File: config.mk
export PLATFORM = sky130hd
export DESIGN_NAME = bitmap_next_fit_allocator
export DESIGN_NICKNAME = d
export VERILOG_FILES = /design/src/hdl/bnf_pkg.sv /design/src/hdl/bnf_ram.sv /design/src/hdl/bnf_ctrl.sv /design/src/hdl/bitmap_next_fit_allocator.sv
export SDC_FILE = /design/constraint.sdc
export NUM_CORES = 1
export LEC_CHECK = 0
export BUFFER_PORTS_ARGS = -buffer_cell sky130_fd_sc_hd__buf_2
export CAP_MARGIN = 15
export CORE_MARGIN = 1.5
export CORE_UTILIZATION = 30
export CTS_CLUSTER_DIAMETER = 40
export DETAILED_ROUTE_END_ITERATION = 10
export PLACE_DENSITY = 0.51
export SLEW_MARGIN = 40
export SYNTH_ARGS = -nofsm -noshare
export SYNTH_HDL_FRONTEND = slang
export SYNTH_SLANG_ARGS = --single-unit
File: constraint.sdc
create_clock -name clk_i -period 10.25 [get_ports clk_i]
set_clock_uncertainty 0.2 [all_clocks]
set_input_delay 2.05 -clock clk_i [delete_from_list [all_inputs] [get_ports clk_i]]
set_output_delay 2.05 -clock clk_i [all_outputs]
set_load 0.03 [all_outputs]
File: src/hdl/bnf_pkg.sv
`default_nettype none

package bnf_pkg;

  localparam int MAP_BYTES_DEF = 128;

  localparam int CmdW   = 2;
  localparam int IndexW = 7;
  localparam int ByteW  = 8;
  localparam int BlockW = 10;

  localparam logic [CmdW-1:0] CMD_WRITE = 2'd0;
  localparam logic [CmdW-1:0] CMD_READ  = 2'd1;
  localparam logic [CmdW-1:0] CMD_ALLOC = 2'd2;

  typedef struct packed {
    logic [BlockW-1:0] block_number;
    logic              failed;
    logic [ByteW-1:0]  read_byte;
  } res_t;

endpackage

`default_nettype wire

File: src/hdl/bnf_ram.sv
`default_nettype none

module bnf_ram #(
  parameter int WIDTH = 8,
  parameter int DEPTH = 128
) (
  input  wire logic                                   clk_i,
  input  wire logic                                   we_i,
  input  wire logic [((DEPTH > 1) ? $clog2(DEPTH) : 1)-1:0] waddr_i,
  input  wire logic [WIDTH-1:0]                       wdata_i,
  input  wire logic                                   re_i,
  input  wire logic [((DEPTH > 1) ? $clog2(DEPTH) : 1)-1:0] raddr_i,
  output logic      [WIDTH-1:0]                       rdata_o
);

  logic [WIDTH-1:0] mem_q [DEPTH];

  always_ff @(posedge clk_i) begin
    if (we_i) begin
      mem_q[waddr_i] <= wdata_i;
    end
    if (re_i) begin
      rdata_o <= mem_q[raddr_i];
    end
  end

endmodule

`default_nettype wire

File: src/hdl/bnf_ctrl.sv
`default_nettype none

module bnf_ctrl #(
  parameter int MAP_BYTES = bnf_pkg::MAP_BYTES_DEF
) (
  input  wire logic                             clk_i,
  input  wire logic                             rst_ni,
  input  wire logic                             in_valid_i,
  output logic                                  in_ready_o,
  input  wire logic [bnf_pkg::CmdW-1:0]         cmd_i,
  input  wire logic [bnf_pkg::IndexW-1:0]       map_index_i,
  input  wire logic [bnf_pkg::ByteW-1:0]        map_byte_i,
  input  wire logic [bnf_pkg::BlockW-1:0]       hint_block_i,
  output logic                                  res_valid_o,
  input  wire logic                             res_ready_i,
  output bnf_pkg::res_t                         res_o,
  output logic                                  mem_we_o,
  output logic [((MAP_BYTES > 1) ? $clog2(MAP_BYTES) : 1)-1:0] mem_waddr_o,
  output logic [bnf_pkg::ByteW-1:0]             mem_wdata_o,
  output logic                                  mem_re_o,
  output logic [((MAP_BYTES > 1) ? $clog2(MAP_BYTES) : 1)-1:0] mem_raddr_o,
  input  wire logic [bnf_pkg::ByteW-1:0]        mem_rdata_i
);

  localparam int AW = (MAP_BYTES > 1) ? $clog2(MAP_BYTES) : 1;
  localparam int CW = $clog2(MAP_BYTES + 2);
  localparam int BW = AW + 3;
  localparam logic [CW-1:0] LastIss     = CW'(MAP_BYTES);
  localparam logic [AW-1:0] LastAddr    = AW'(MAP_BYTES - 1);
  localparam logic [31:0]   MapBytesW   = 32'(MAP_BYTES);
  localparam logic [31:0]   TotalBlocks = 32'(MAP_BYTES * 8);

  localparam logic [1:0] S_IDLE = 2'd0;
  localparam logic [1:0] S_SCAN = 2'd1;
  localparam logic [1:0] S_RD   = 2'd2;
  localparam logic [1:0] S_OUT  = 2'd3;

  logic [1:0]    state_q, state_d;
  bnf_pkg::res_t res_q, res_d;
  logic [AW-1:0] na_q, na_d;
  logic [CW-1:0] iss_q, iss_d;
  logic [2:0]    off_q, off_d;
  logic          pend_q, pend_d;
  logic [AW-1:0] pend_addr_q, pend_addr_d;
  logic          pend_first_q, pend_first_d;
  logic          pend_last_q, pend_last_d;

  logic          idx_ok, hint_ok;
  logic [AW-1:0] start_byte;
  logic [2:0]    start_off;
  logic [7:0]    mask, cand, one_hot;
  logic [2:0]    bit_idx;
  logic          hit;
  logic [BW-1:0] blk_full;

  assign idx_ok     = {25'd0, map_index_i} < MapBytesW;
  assign hint_ok    = {22'd0, hint_block_i} < TotalBlocks;
  assign start_byte = hint_ok ? AW'(hint_block_i[9:3]) : '0;
  assign start_off  = hint_ok ? hint_block_i[2:0] : 3'd0;

  // First read of the start byte looks at bits from the offset up, the
  // final revisit after wrapping looks at the bits below it.
  always_comb begin
    if (pend_first_q) begin
      mask = 8'hFF << off_q;
    end else if (pend_last_q) begin
      mask = ~(8'hFF << off_q);
    end else begin
      mask = 8'hFF;
    end
  end

  assign cand    = mem_rdata_i & mask;
  assign one_hot = cand & (~cand + 8'd1);
  assign hit     = pend_q && (cand != 8'd0);

  always_comb begin
    bit_idx = 3'd0;
    for (int i = 7; i >= 0; i--) begin
      if (cand[i]) begin
        bit_idx = 3'(i);
      end
    end
  end

  assign blk_full = {pend_addr_q, bit_idx};

  always_comb begin
    state_d      = state_q;
    res_d        = res_q;
    na_d         = na_q;
    iss_d        = iss_q;
    off_d        = off_q;
    pend_d       = pend_q;
    pend_addr_d  = pend_addr_q;
    pend_first_d = pend_first_q;
    pend_last_d  = pend_last_q;
    mem_we_o     = 1'b0;
    mem_waddr_o  = pend_addr_q;
    mem_wdata_o  = mem_rdata_i & ~one_hot;
    mem_re_o     = 1'b0;
    mem_raddr_o  = na_q;

    case (state_q)
      S_IDLE: begin
        if (in_valid_i) begin
          res_d   = '0;
          state_d = S_OUT;
          case (cmd_i)
            bnf_pkg::CMD_WRITE: begin
              if (idx_ok) begin
                mem_we_o    = 1'b1;
                mem_waddr_o = AW'(map_index_i);
                mem_wdata_o = map_byte_i;
              end
            end
            bnf_pkg::CMD_READ: begin
              if (idx_ok) begin
                mem_re_o    = 1'b1;
                mem_raddr_o = AW'(map_index_i);
                state_d     = S_RD;
              end
            end
            bnf_pkg::CMD_ALLOC: begin
              mem_re_o     = 1'b1;
              mem_raddr_o  = start_byte;
              pend_d       = 1'b1;
              pend_addr_d  = start_byte;
              pend_first_d = 1'b1;
              pend_last_d  = 1'b0;
              na_d         = (start_byte == LastAddr) ? '0 : start_byte + 1'b1;
              iss_d        = CW'(1);
              off_d        = start_off;
              state_d      = S_SCAN;
            end
            default: begin
            end
          endcase
        end
      end
      S_RD: begin
        res_d.read_byte = mem_rdata_i;
        state_d         = S_OUT;
      end
      S_SCAN: begin
        if (hit) begin
          // clear the found bit and stop issuing reads
          mem_we_o           = 1'b1;
          res_d.block_number = bnf_pkg::BlockW'(blk_full);
          pend_d             = 1'b0;
          state_d            = S_OUT;
        end else if (iss_q <= LastIss) begin
          mem_re_o     = 1'b1;
          pend_d       = 1'b1;
          pend_addr_d  = na_q;
          pend_first_d = 1'b0;
          pend_last_d  = (iss_q == LastIss);
          na_d         = (na_q == LastAddr) ? '0 : na_q + 1'b1;
          iss_d        = iss_q + 1'b1;
        end else begin
          res_d.failed = 1'b1;
          pend_d       = 1'b0;
          state_d      = S_OUT;
        end
      end
      S_OUT: begin
        if (res_ready_i) begin
          state_d = S_IDLE;
        end
      end
      default: begin
        state_d = S_IDLE;
      end
    endcase
  end

  always_ff @(posedge clk_i or negedge rst_ni) begin
    if (!rst_ni) begin
      state_q <= S_IDLE;
      pend_q  <= 1'b0;
    end else begin
      state_q <= state_d;
      pend_q  <= pend_d;
    end
  end

  always_ff @(posedge clk_i) begin
    res_q        <= res_d;
    na_q         <= na_d;
    iss_q        <= iss_d;
    off_q        <= off_d;
    pend_addr_q  <= pend_addr_d;
    pend_first_q <= pend_first_d;
    pend_last_q  <= pend_last_d;
  end

  assign in_ready_o  = (state_q == S_IDLE);
  assign res_valid_o = (state_q == S_OUT);
  assign res_o       = res_q;

endmodule

`default_nettype wire

File: src/hdl/bitmap_next_fit_allocator.sv
// Next-fit block allocator over a usage map held in one single-port-read RAM of
// MAP_BYTES bytes (bit set = block free). An allocation reads one map byte per
// cycle through the RAM read port, starting at the hint byte, wrapping at the
// end of the map and finally revisiting the hint byte: up to MAP_BYTES + 1
// reads. The map has no reset: load every byte before reading it or allocating.
// A new beat is taken once the previous result has moved into the output
// register, which holds it while the sink stalls.
`default_nettype none

module bitmap_next_fit_allocator #(
  parameter int MAP_BYTES = bnf_pkg::MAP_BYTES_DEF
) (
  input  wire logic                         clk_i,
  input  wire logic                         rst_ni,
  input  wire logic                         in_valid_i,
  output logic                              in_ready_o,
  input  wire logic [bnf_pkg::CmdW-1:0]     cmd_i,
  input  wire logic [bnf_pkg::IndexW-1:0]   map_index_i,
  input  wire logic [bnf_pkg::ByteW-1:0]    map_byte_i,
  input  wire logic [bnf_pkg::BlockW-1:0]   hint_block_i,
  output logic                              out_valid_o,
  input  wire logic                         out_ready_i,
  output logic      [bnf_pkg::BlockW-1:0]   block_number_o,
  output logic                              failed_o,
  output logic      [bnf_pkg::ByteW-1:0]    read_byte_o
);

  localparam int AW = (MAP_BYTES > 1) ? $clog2(MAP_BYTES) : 1;

  logic                      mem_we, mem_re;
  logic [AW-1:0]             mem_waddr, mem_raddr;
  logic [bnf_pkg::ByteW-1:0] mem_wdata, mem_rdata;

  logic          res_valid, res_ready;
  bnf_pkg::res_t res;

  logic          out_valid_q, out_valid_d;
  bnf_pkg::res_t out_q;

  bnf_ram #(
    .WIDTH (bnf_pkg::ByteW),
    .DEPTH (MAP_BYTES)
  ) u_ram (
    .clk_i   (clk_i),
    .we_i    (mem_we),
    .waddr_i (mem_waddr),
    .wdata_i (mem_wdata),
    .re_i    (mem_re),
    .raddr_i (mem_raddr),
    .rdata_o (mem_rdata)
  );

  bnf_ctrl #(
    .MAP_BYTES (MAP_BYTES)
  ) u_ctrl (
    .clk_i        (clk_i),
    .rst_ni       (rst_ni),
    .in_valid_i   (in_valid_i),
    .in_ready_o   (in_ready_o),
    .cmd_i        (cmd_i),
    .map_index_i  (map_index_i),
    .map_byte_i   (map_byte_i),
    .hint_block_i (hint_block_i),
    .res_valid_o  (res_valid),
    .res_ready_i  (res_ready),
    .res_o        (res),
    .mem_we_o     (mem_we),
    .mem_waddr_o  (mem_waddr),
    .mem_wdata_o  (mem_wdata),
    .mem_re_o     (mem_re),
    .mem_raddr_o  (mem_raddr),
    .mem_rdata_i  (mem_rdata)
  );

  // Load the output register when it is empty or being drained this cycle.
  assign res_ready = !out_valid_q || out_ready_i;

  always_comb begin
    out_valid_d = out_valid_q;
    if (res_valid && res_ready) begin
      out_valid_d = 1'b1;
    end else if (out_ready_i) begin
      out_valid_d = 1'b0;
    end
  end

  always_ff @(posedge clk_i or negedge rst_ni) begin
    if (!rst_ni) begin
      out_valid_q <= 1'b0;
    end else begin
      out_valid_q <= out_valid_d;
    end
  end

  always_ff @(posedge clk_i) begin
    if (res_valid && res_ready) begin
      out_q <= res;
    end
  end

  assign out_valid_o    = out_valid_q;
  assign block_number_o = out_q.block_number;
  assign failed_o       = out_q.failed;
  assign read_byte_o    = out_q.read_byte;

endmodule

`default_nettype wire

==> load_flow_metrics.sql <==
INSERT INTO impl_metrics (metric_group, metric, value, unit) VALUES
('clock_network', 'cts_stage_hold_buffer_count', '0', ''),
('worst_hold_path', 'min_from', 'u_ctrl.res_o[16]', ''),
('clock_network', 'clk_pin_slew_worst_paths', '0.05', 'ns'),
('synth', 'async_s_r_ff_share_synth', '0.363', '%'),
('floorplan', 'num_io_pins', '52', ''),
('sta', 'rsz0062_at_grt', 'no', ''),
('synth', 'synth.lib_cells_used.distinct', '59', ''),
('sta', 'timing_hold_violations_final', '0', ''),
('route', 'drt_first_pass_iters', '7', ''),
('setup_path', 'regToRegEndpoint', 'u_ram.rdata_o[6]', ''),
('clock_network', 'tritoncts', 'built', ''),
('worst_hold_path', 'min-delay-path-class', 'reg2reg', ''),
('floorplan', 'die_h', '390', 'um'),
('synth', 'synth_area_per_cell', '14.9', 'sq um'),
('layout', 'fillCellCount', '14100', ''),
('layout', 'sequential_cell_area', '33000', 'sq um'),
('setup_path', 'timing.critical_path.cells', 'buf_2 -> inv_1 -> ha_1 -> and3_2 -> buf_4 -> a21o_4 -> buf_12 -> buf_12 -> and2_1 -> nand2_1 -> nor4_1 -> or4_1 -> a221oi_2', ''),
('setup_path', 'timing.reg2reg.worst_path_depth', '12', ''),
('sta', 'setup_viol_count_final', '0', ''),
('floorplan', 'placeableCoreArea', '148000', 'sq um'),
('worst_hold_path', 'hold_worst_path_end', 'block_number_o[7]', ''),
('route', 'dr_total_vias', '26000', ''),
('clock_network', 'clockRootBuffer', 'sky130_fd_sc_hd__clkbuf_16', ''),
('synth', 'synth_enable_flop_cells', '1097', ''),
('route', 'postRouteAntennaNets', '0', ''),
('layout', 'synthToLayoutAreaGrowth', '17.3', '%'),
('sta', 'fin_hold_ws', '0.212', 'ns'),
('clock_network', 'clkSinkCount', '1101', ''),
('global_route', 'pin_count_of_the_biggest_net_entering_global_routing', '168', ''),
('power_and_ir_drop', 'vdd_drop_max', '178', 'uV'),
('power_and_ir_drop', 'power_switching_share', '34.7', '%'),
('synth', 'synth.yosys.seq_area_share', '73.4', '%'),
('place', 'routabilityCongestion', '0.844', ''),
('power_and_ir_drop', 'internal-power', '10200', 'uW'),
('clock_network', 'clock_buffer_count_from_cts', '153', ''),
('global_route', 'global_route_wire_length_before_repair', '179000', 'um'),
('setup_path', 'path_common_cell', 'sky130_fd_sc_hd__buf_12', ''),
('worst_hold_path', 'holdPathStages', '0', ''),
('setup_path', 'arrival', '6.51', 'ns'),
('power_and_ir_drop', 'pwr-share-clk', '33.9', '%'),
('synth', 'flip_flop_cell_with_the_highest_count_after_synthesis', 'sky130_fd_sc_hd__edfxtp_1', ''),
('layout', 'multiInputGateArea', '11100', 'sq um'),
('setup_path', 'element_type_at_the_critical_path_start', 'input port', ''),
('job', 'max_cap_viol_count', '0', ''),
('place', 'detailedPlacementHpwl', '74400', 'um'),
('clock_network', 'worstSkewPairLatency', '0.78', 'ns'),
('setup_path', 'worstSetupEndpointType', 'register', ''),
('layout', 'finish.cell_count_without_fillers', '5252', ''),
('power_and_ir_drop', 'cellLeakagePower', '0.0178', 'uW'),
('global_route', 'grt_use_total', '16.0', '%'),
('route', 'avgViaCountPerCell', '4.95', ''),
('run_status', 'run_status', 'finished clean', ''),
('sta', 'setup_total_negative_slack', '0', 'ns'),
('sta', 'min_period', '6.22', 'ns'),
('clock_network', 'ctsResizeCount', '0', ''),
('setup_path', 'slowest_delay', '0.89', 'ns'),
('power_and_ir_drop', 'pwr-share-comb', '28.1', '%'),
('sta', 'relSlewSlack', '38.0', '%'),
('clock_network', 'cts_setup_buffers', '0', ''),
('route', 'dr.first_iter.drc_count', '2609', ''),
('global_route', 'grt_overflow', '0', ''),
('synth', 'ys_seq_elements', '1101', ''),
('sta', 'tightest_slew', '0.926', 'ns'),
('setup_path', 'required', '10.54', 'ns'),
('synth', 'synthesis.instances', '3019', ''),
('power_and_ir_drop', 'share_seq_of_total_power', '38.0', '%'),
('global_route', 'grt_antenna_before_repair', '2', ''),
('route', 'detail_route.drc_violations', '0', ''),
('setup_path', 'slowest_stage', 'sky130_fd_sc_hd__nor4_1', ''),
('sta', 'max_freq', '161', 'MHz'),
('sta', 'post-route-period-util', '60.7', '%');
-- worst max-delay path: cells and delay by family --
family                   cells  cell delay, ns
adder cells (fa/ha/maj)      1            0.45
buffers and inverters        5            1.08
AND/OR/NAND/NOR              5            2.42
AO/OA/AOI/OAI                2            0.41
-- flip-flops by register name, summed over array words and instances (netlist names) --
| name | cells |
|---|---|
| failed_o | 1 |
| u_ctrl.na_q | 7 |
| u_ram.rdata_o | 8 |
| u_ctrl.pend_first_q | 1 |
| u_ctrl.off_q | 3 |
| u_ctrl.iss_q | 8 |
| block_number_o | 10 |
| out_valid_o | 1 |
| u_ctrl.pend_addr_q | 7 |
| u_ctrl.res_o | 19 |
| u_ram.mem_q | 1024 |
| u_ctrl.state_q | 2 |
| read_byte_o | 8 |
| u_ctrl.pend_q | 1 |
| u_ctrl.pend_last_q | 1 |
-- cell type report --
| class | count | share of cell area (%) |
|---|---|---|
| Timing Repair Buffer | 115 | 1.69 |
| Clock inverter | 107 | 2.23 |
| Clock buffer | 177 | 7.46 |
| Multi-Input combinational cell | 1704 | 21.0 |
| Sequential cell | 1101 | 62.6 |
| Inverter | 45 | 0.320 |
| Antenna cell | 1 | 0.00474 |
| Tap cell | 2002 | 4.75 |
-- logic make-up (layout without fill, tap and decap cells) --
family / Yosys count / in the layout / share of synthesized area [%]
muxes: 357 / 357 / 8.66
DFF: 1101 / 1101 / 73.4
adders and majority gates: 12 / 12 / 0.334
AOI/OAI and AO/OA: 501 / 501 / 6.66
and+or+nand+nor: 818 / 818 / 8.01
buffers and inverters: 214 / 444 / 2.60
other: 0 / 1 / 0
xor gates and xnor gates: 16 / 16 / 0.311
-- routing by layer --
layer	vias up	track usage, %	wire length (um)
met4	0	5.67	3440
li1	11700	-	-
met3	173	3.25	8190
met5	-	0	0
met2	908	24.6	56800
met1	13200	22.5	55800
-- cell usage after synthesis (all sizes together) (8+ instances only) --
master  instances  area [sq um]
nand2         465          1760
o22ai          51           319
a21oi         218          1110
clkbuf         57           214
and2           25           156
o211ai          8          60.1
nand3          28           140
ha             12           150
and3           12          75.1
nand4          11          68.8
mux4           24           541
nor4           51           319
o311ai          9          86.3
buf           112           786
or4            40           300
a221oi          8           120
a211oi         61           458
mux2i         316          3160
o21ai         114           571
inv            45           169
mux2           17           191
edfxtp       1097         32900
xor2           11          96.3
nor2          151           567
nand2b         16           100
-- layout by cell type, fill, tap and decap left out, types with 7 or more instances in the layout --
cell type	synthesis	routed
sky130_fd_sc_hd__nor4_1	51	48
sky130_fd_sc_hd__mux2i_1	316	315
sky130_fd_sc_hd__buf_12	1	9
sky130_fd_sc_hd__clkinv_4	0	18
sky130_fd_sc_hd__and3_1	12	11
sky130_fd_sc_hd__edfxtp_1	1097	1097
sky130_fd_sc_hd__clkbuf_16	0	154
sky130_fd_sc_hd__nand2b_1	16	16
sky130_fd_sc_hd__a221oi_2	8	8
sky130_fd_sc_hd__inv_1	45	45
sky130_fd_sc_hd__buf_6	14	7
sky130_fd_sc_hd__ha_1	12	12
sky130_fd_sc_hd__bufinv_16	0	14
sky130_fd_sc_hd__a211oi_1	61	61
sky130_fd_sc_hd__inv_6	0	18
sky130_fd_sc_hd__mux2_2	17	17
sky130_fd_sc_hd__o211ai_1	8	8
sky130_fd_sc_hd__clkinv_8	0	8
sky130_fd_sc_hd__nand4_1	11	11
sky130_fd_sc_hd__nand3b_1	7	7
sky130_fd_sc_hd__o21ai_0	108	102
sky130_fd_sc_hd__nor2_2	0	40
sky130_fd_sc_hd__clkinv_1	0	15
sky130_fd_sc_hd__and2_1	25	25
sky130_fd_sc_hd__a21oi_1	216	213
sky130_fd_sc_hd__buf_4	33	47
sky130_fd_sc_hd__clkbuf_1	57	23
sky130_fd_sc_hd__nand3_1	28	28
sky130_fd_sc_hd__nor2_1	151	111
sky130_fd_sc_hd__xor2_1	11	11
sky130_fd_sc_hd__o22ai_1	51	51
sky130_fd_sc_hd__or4_1	40	40
sky130_fd_sc_hd__mux4_2	24	24
sky130_fd_sc_hd__clkinv_2	0	19
sky130_fd_sc_hd__buf_2	51	51
sky130_fd_sc_hd__nand2_1	463	460
sky130_fd_sc_hd__clkinvlp_4	0	10
-- power groups by stage --
stage / Clock, uW / Sequential [uW] / Combinational, uW
final: 5260 / 5910 / 4380
after global routing: 5530 / 5920 / 4660
after floorplan: 0 / 6160 / 2630
after CTS: 5340 / 5910 / 4380
after global placement: 0 / 6000 / 4310
after detailed placement: 0 / 6000 / 4360
-- worst max path at each step --
stage                  start                end  slack (ns)  cells past startpoint
finish              cmd_i[1]   u_ram.rdata_o[6]        4.03                     13
detailed placement  cmd_i[1]   u_ram.rdata_o[2]        3.28                     13
floorplan           cmd_i[0]  u_ram.mem_q[0][5]        0.81                      7
CTS                 cmd_i[1]   u_ram.rdata_o[2]        4.09                     13
global placement    cmd_i[1]   u_ram.rdata_o[5]        3.17                     11
global route        cmd_i[0]   u_ram.rdata_o[1]        3.90                     12
-- metrics by stage --
stage	area [sq um]	setup slack [ns]	power (uW)	util [%]
after floorplan	45000	0.810	8790	-
after global routing	52800	3.90	16100	35.6
after detailed placement	47500	3.28	10400	32.0
after global placement	47400	3.17	10300	31.9
final	52800	4.03	15500	35.6
after CTS	52600	4.09	15600	35.5
No activity file was read; power rests on OpenSTA's default activity.
